$ cat src/rtl/per_id_min_interval_tracker_defines.svh
// ----------------------------------------------------------------------------
// per_id_min_interval_tracker_defines
// Assertion macros shared by the lap tracker RTL.
// ----------------------------------------------------------------------------
`ifndef PER_ID_MIN_INTERVAL_TRACKER_DEFINES_SVH
`define PER_ID_MIN_INTERVAL_TRACKER_DEFINES_SVH

`ifndef ASSERT_OFF
// checked only out of reset
`define PMIT_ASSERT(name, prop, msg) \
  name: assert property (@(posedge clk_i) disable iff (!rst_ni) prop) else $error(msg);
// checked on every edge, reset included
`define PMIT_ASSERT_ALWAYS(name, prop, msg) \
  name: assert property (@(posedge clk_i) prop) else $error(msg);
`else
`define PMIT_ASSERT(name, prop, msg)
`define PMIT_ASSERT_ALWAYS(name, prop, msg)
`endif

`endif

$ cat src/rtl/pmit_ram.sv
// ----------------------------------------------------------------------------
// pmit_ram
// Generic single-write, single-read RAM with registered read data.
// ----------------------------------------------------------------------------
`default_nettype none

module pmit_ram #(
  parameter int WIDTH = 8,
  parameter int DEPTH = 256
) (
  input  wire logic                     clk_i,
  input  wire logic                     we_i,
  input  wire logic [$clog2(DEPTH)-1:0] waddr_i,
  input  wire logic [WIDTH-1:0]         wdata_i,
  input  wire logic                     re_i,
  input  wire logic [$clog2(DEPTH)-1:0] raddr_i,
  output logic      [WIDTH-1:0]         rdata_o
);

  logic [WIDTH-1:0] mem_q [DEPTH];

  always_ff @(posedge clk_i) begin
    if (we_i) begin
      mem_q[waddr_i] <= wdata_i;
    end
    if (re_i) begin
      rdata_o <= mem_q[raddr_i];
    end
  end

endmodule

`default_nettype wire
$ cat config.mk
export PLATFORM = sky130hd
export DESIGN_NAME = pmit_ram
export DESIGN_NICKNAME = d
export VERILOG_FILES = /design/src/rtl/per_id_min_interval_tracker_defines.svh /design/src/rtl/pmit_ram.sv
export SDC_FILE = /design/constraint.sdc
export NUM_CORES = 2
export LEC_CHECK = 0
export BUFFER_PORTS_ARGS = -buffer_cell sky130_fd_sc_hd__buf_2
export CORE_ASPECT_RATIO = 0.9
export CORE_UTILIZATION = 30
export DETAILED_ROUTE_END_ITERATION = 6
export HOLD_SLACK_MARGIN = 0.06
export REMOVE_ABC_BUFFERS = 1
export SETUP_SLACK_MARGIN = 0.5
export SLEW_MARGIN = 20
export SYNTH_ARGS = -nofsm -noshare
export SYNTH_HDL_FRONTEND = slang
export SYNTH_SLANG_ARGS = --single-unit
$ cat constraint.sdc
create_clock -name clk_i -period 2.6 [get_ports clk_i]
set_input_delay 0.26 -clock clk_i [delete_from_list [all_inputs] [get_ports clk_i]]
set_output_delay 0.26 -clock clk_i [all_outputs]
set_load 0.005 [all_outputs]
==> results.yml <==
pwr:
  irDropWorstVdd_mv: 0.547
  total_power_mw: 68.9
  power_density_nw_per_um2: 721
  total_leakage_power_nw: 30.3
timing:
  period_share: 0.917
  relSlewSlack: 0.402
  rsz0062_at_grt: "yes"
  hold_viol: 0
  layout_min_cycle_time_ns: 2.38
  setup-violations-final: 0
  fmaxAchievable_ghz: 0.419
  final_max_slew_viol_count: 0
  fin_tns_setup_ns: 0
  clock-skew-final_ns: 0.0435
  worst_pin_slew_ns: 0.898
floorplanning:
  die-area_um2: 268000
  pin_count: 35
  core_area_um2: 264000
  rows: 179
  fp.dieH_um: 491
  die_w_um: 545
  initial_core_util: 0.302
yosys:
  synth_area_um2: 79600
  synth_warnings: 0
  synth_edf_count: 2056
  synth_area_leaders: "edfxtp_1, mux4_2, mux2i_1"
  yosysTopAreaCell: "edfxtp_1"
  ys_seq_area_frac: 0.775
  synth_top_area_share: 0.775
  async_flop_share: 0
  synth_cells: 3733
  avgSynthCellArea_um2: 21.3
  synth.lib_cells_used.distinct: 54
  yosys_most_used_dff: "edfxtp_1"
  synth_seq_cells: 2056
placement:
  place_hpwl_um: 136000
  place.gp.congestion: 0.849
  post_dp_cell_area_um2: 88700
  port_buffers: 34
  dp.cells: 7701
setup_path:
  cp-end-kind: "register"
  cp_max_fo: 1
  worstRegToRegCells: 8
  r2r_start: "mem_q[83][5]"
  r2r-end: "rdata_o[5]"
  critPathCapture: "rdata_o[5]"
  critPathLaunch: "mem_q[83][5]"
  required_ns: 3.18
  cp-start-kind: "register"
  r2r_slack_ns: 0.22
  arrival_ns: 2.97
  critPathKind: "register to register"
final_layout:
  fin_util: 0.362
  drive_gt1_frac: 0.325
  final_nets: 4405
  nFillCells: 24000
  final_cell_count_no_fill: 8078
  final_cell_area_um2: 95600
  layout_commonest_cell: "edfxtp_1"
  layout_common_cells: "edfxtp_1, buf_4, mux4_2"
  area_growth_pct: 20.0
  seqCellArea_um2: 61700
  multi_input_area_um2: 16900
outcome:
  status: "finished clean"
detailed_routing:
  drc: 0
  wire_per_inst_um: 25.8
  routed_wl_um: 209000
  viasPerCell: 5.05
  first_pass_iters: 6
  ant_nets: 0
  drt_iter0_markers: 4850
  dr_total_vias: 40800
clocking:
  cts_setup_buffers: 0
  cts.sinks: 2056
  htreeDepth: 4
  clkLatencyLatePin_ns: 0.85
  clk_pin_slew_ns: 0.06
  cts_tree: "built"
  clock_path_buffers: 3
  cts_buffers: 195
  cts-root-buf: "clkbuf_16"
grt:
  grt_pass1_wl_um: 300000
  grt_overflow: 0
  grtUsageTotal: 0.155
  grt_max_degree: 107
  grt_pass1_vias: 41100
  antenna_found_initial: 20
min_path:
  min_path_type: "input port to register"
job:
  drv_cap: 0
metrics by stage:
| stage | setup slack, ns | hold slack (ns) |
|---|---|---|
| global placement | -0.788 | 0.723 |
| detailed placement | -0.796 | 0.742 |
| CTS | 0.235 | 0.0801 |
| global route | 0.169 | 0.123 |
| floorplan | -0.153 | 0.359 |
| finish | 0.215 | 0.160 |
what timing repair did:
item                       CTS  global route
hold endpoints to repair   512             0
gates cloned                 0             0
gates resized for setup     43            24
pin swaps                   17            16
setup endpoints to repair    8             8
hold buffers                 9             0
synthesized netlist by cell type, types with 24 or more instances:
master    instances
a22oi_1         133
nor2b_1          31
nor2_1          282
a21oi_1          96
nor4_1           24
nand2_1          33
mux2i_1         134
o221ai_1         46
edfxtp_1       2056
buf_4            27
buf_2            31
o22ai_1          28
mux4_2          454
nand3_1          34
clkbuf_1        111
flip-flops by register name, summed over array words and instances, names as in the netlist:
register,count
mem_q,2048
rdata_o,8
power breakdown:
part	switching (mW)	internal (mW)	leakage, nW
sequential	0.0566	36.5	18.5
combinational	2.35	1.56	8.68
clock	12.4	16.0	3.10
total	14.8	54.1	30.3
layout make-up:
class,instances,area share
Sequential cell,2056,0.646
Multi-Input combinational cell,1442,0.177
Timing Repair Buffer,681,0.0646
Clock buffer,231,0.0529
Tap cell,3529,0.0462
Clock inverter,127,0.0136
Antenna cell,10,0.000262
Inverter,2,0.0000785
routing by layer:
metal | wire [µm] | track usage
met1 | 88500 | 0.218
met2 | 99400 | 0.244
met3 | 16800 | 0.0340
met4 | 3900 | 0.0367
met5 | 33 | 0
logic make-up (layout without fill, tap and decap cells):
| logic type | after synthesis | after routing | synth area share |
|---|---|---|---|
| flops | 2056 | 2056 | 0.775 |
| mux | 591 | 591 | 0.146 |
| simple gates | 466 | 466 | 0.0263 |
| compound gates | 385 | 385 | 0.0342 |
| buf+inv | 235 | 1041 | 0.0183 |
| other cells | 0 | 10 | 0 |
how the worst min path moves through the flow:
stage | start | end | slack [ns] | cells past startpoint
after global placement | wdata_i[0] | mem_q[87][0] | 0.72 | 1
after detailed placement | wdata_i[0] | mem_q[87][0] | 0.74 | 1
after global routing | waddr_i[1] | mem_q[163][0] | 0.12 | 3
after CTS | waddr_i[1] | mem_q[163][0] | 0.08 | 3
final | waddr_i[6] | mem_q[163][4] | 0.16 | 4
after floorplan | wdata_i[0] | mem_q[0][0] | 0.36 | 0
worst max-delay path, cell delays in order (launching register included):
cell and delay [ns]:
edfxtp_1 0.36, mux4_2 0.53, a22o_1 0.27, a221oi_2 0.21
buf_4 0.20, o32ai_4 0.10, nor3_2 0.28, buf_4 0.16
nor4_2 0.04
Power figures use the tool's default switching activity.
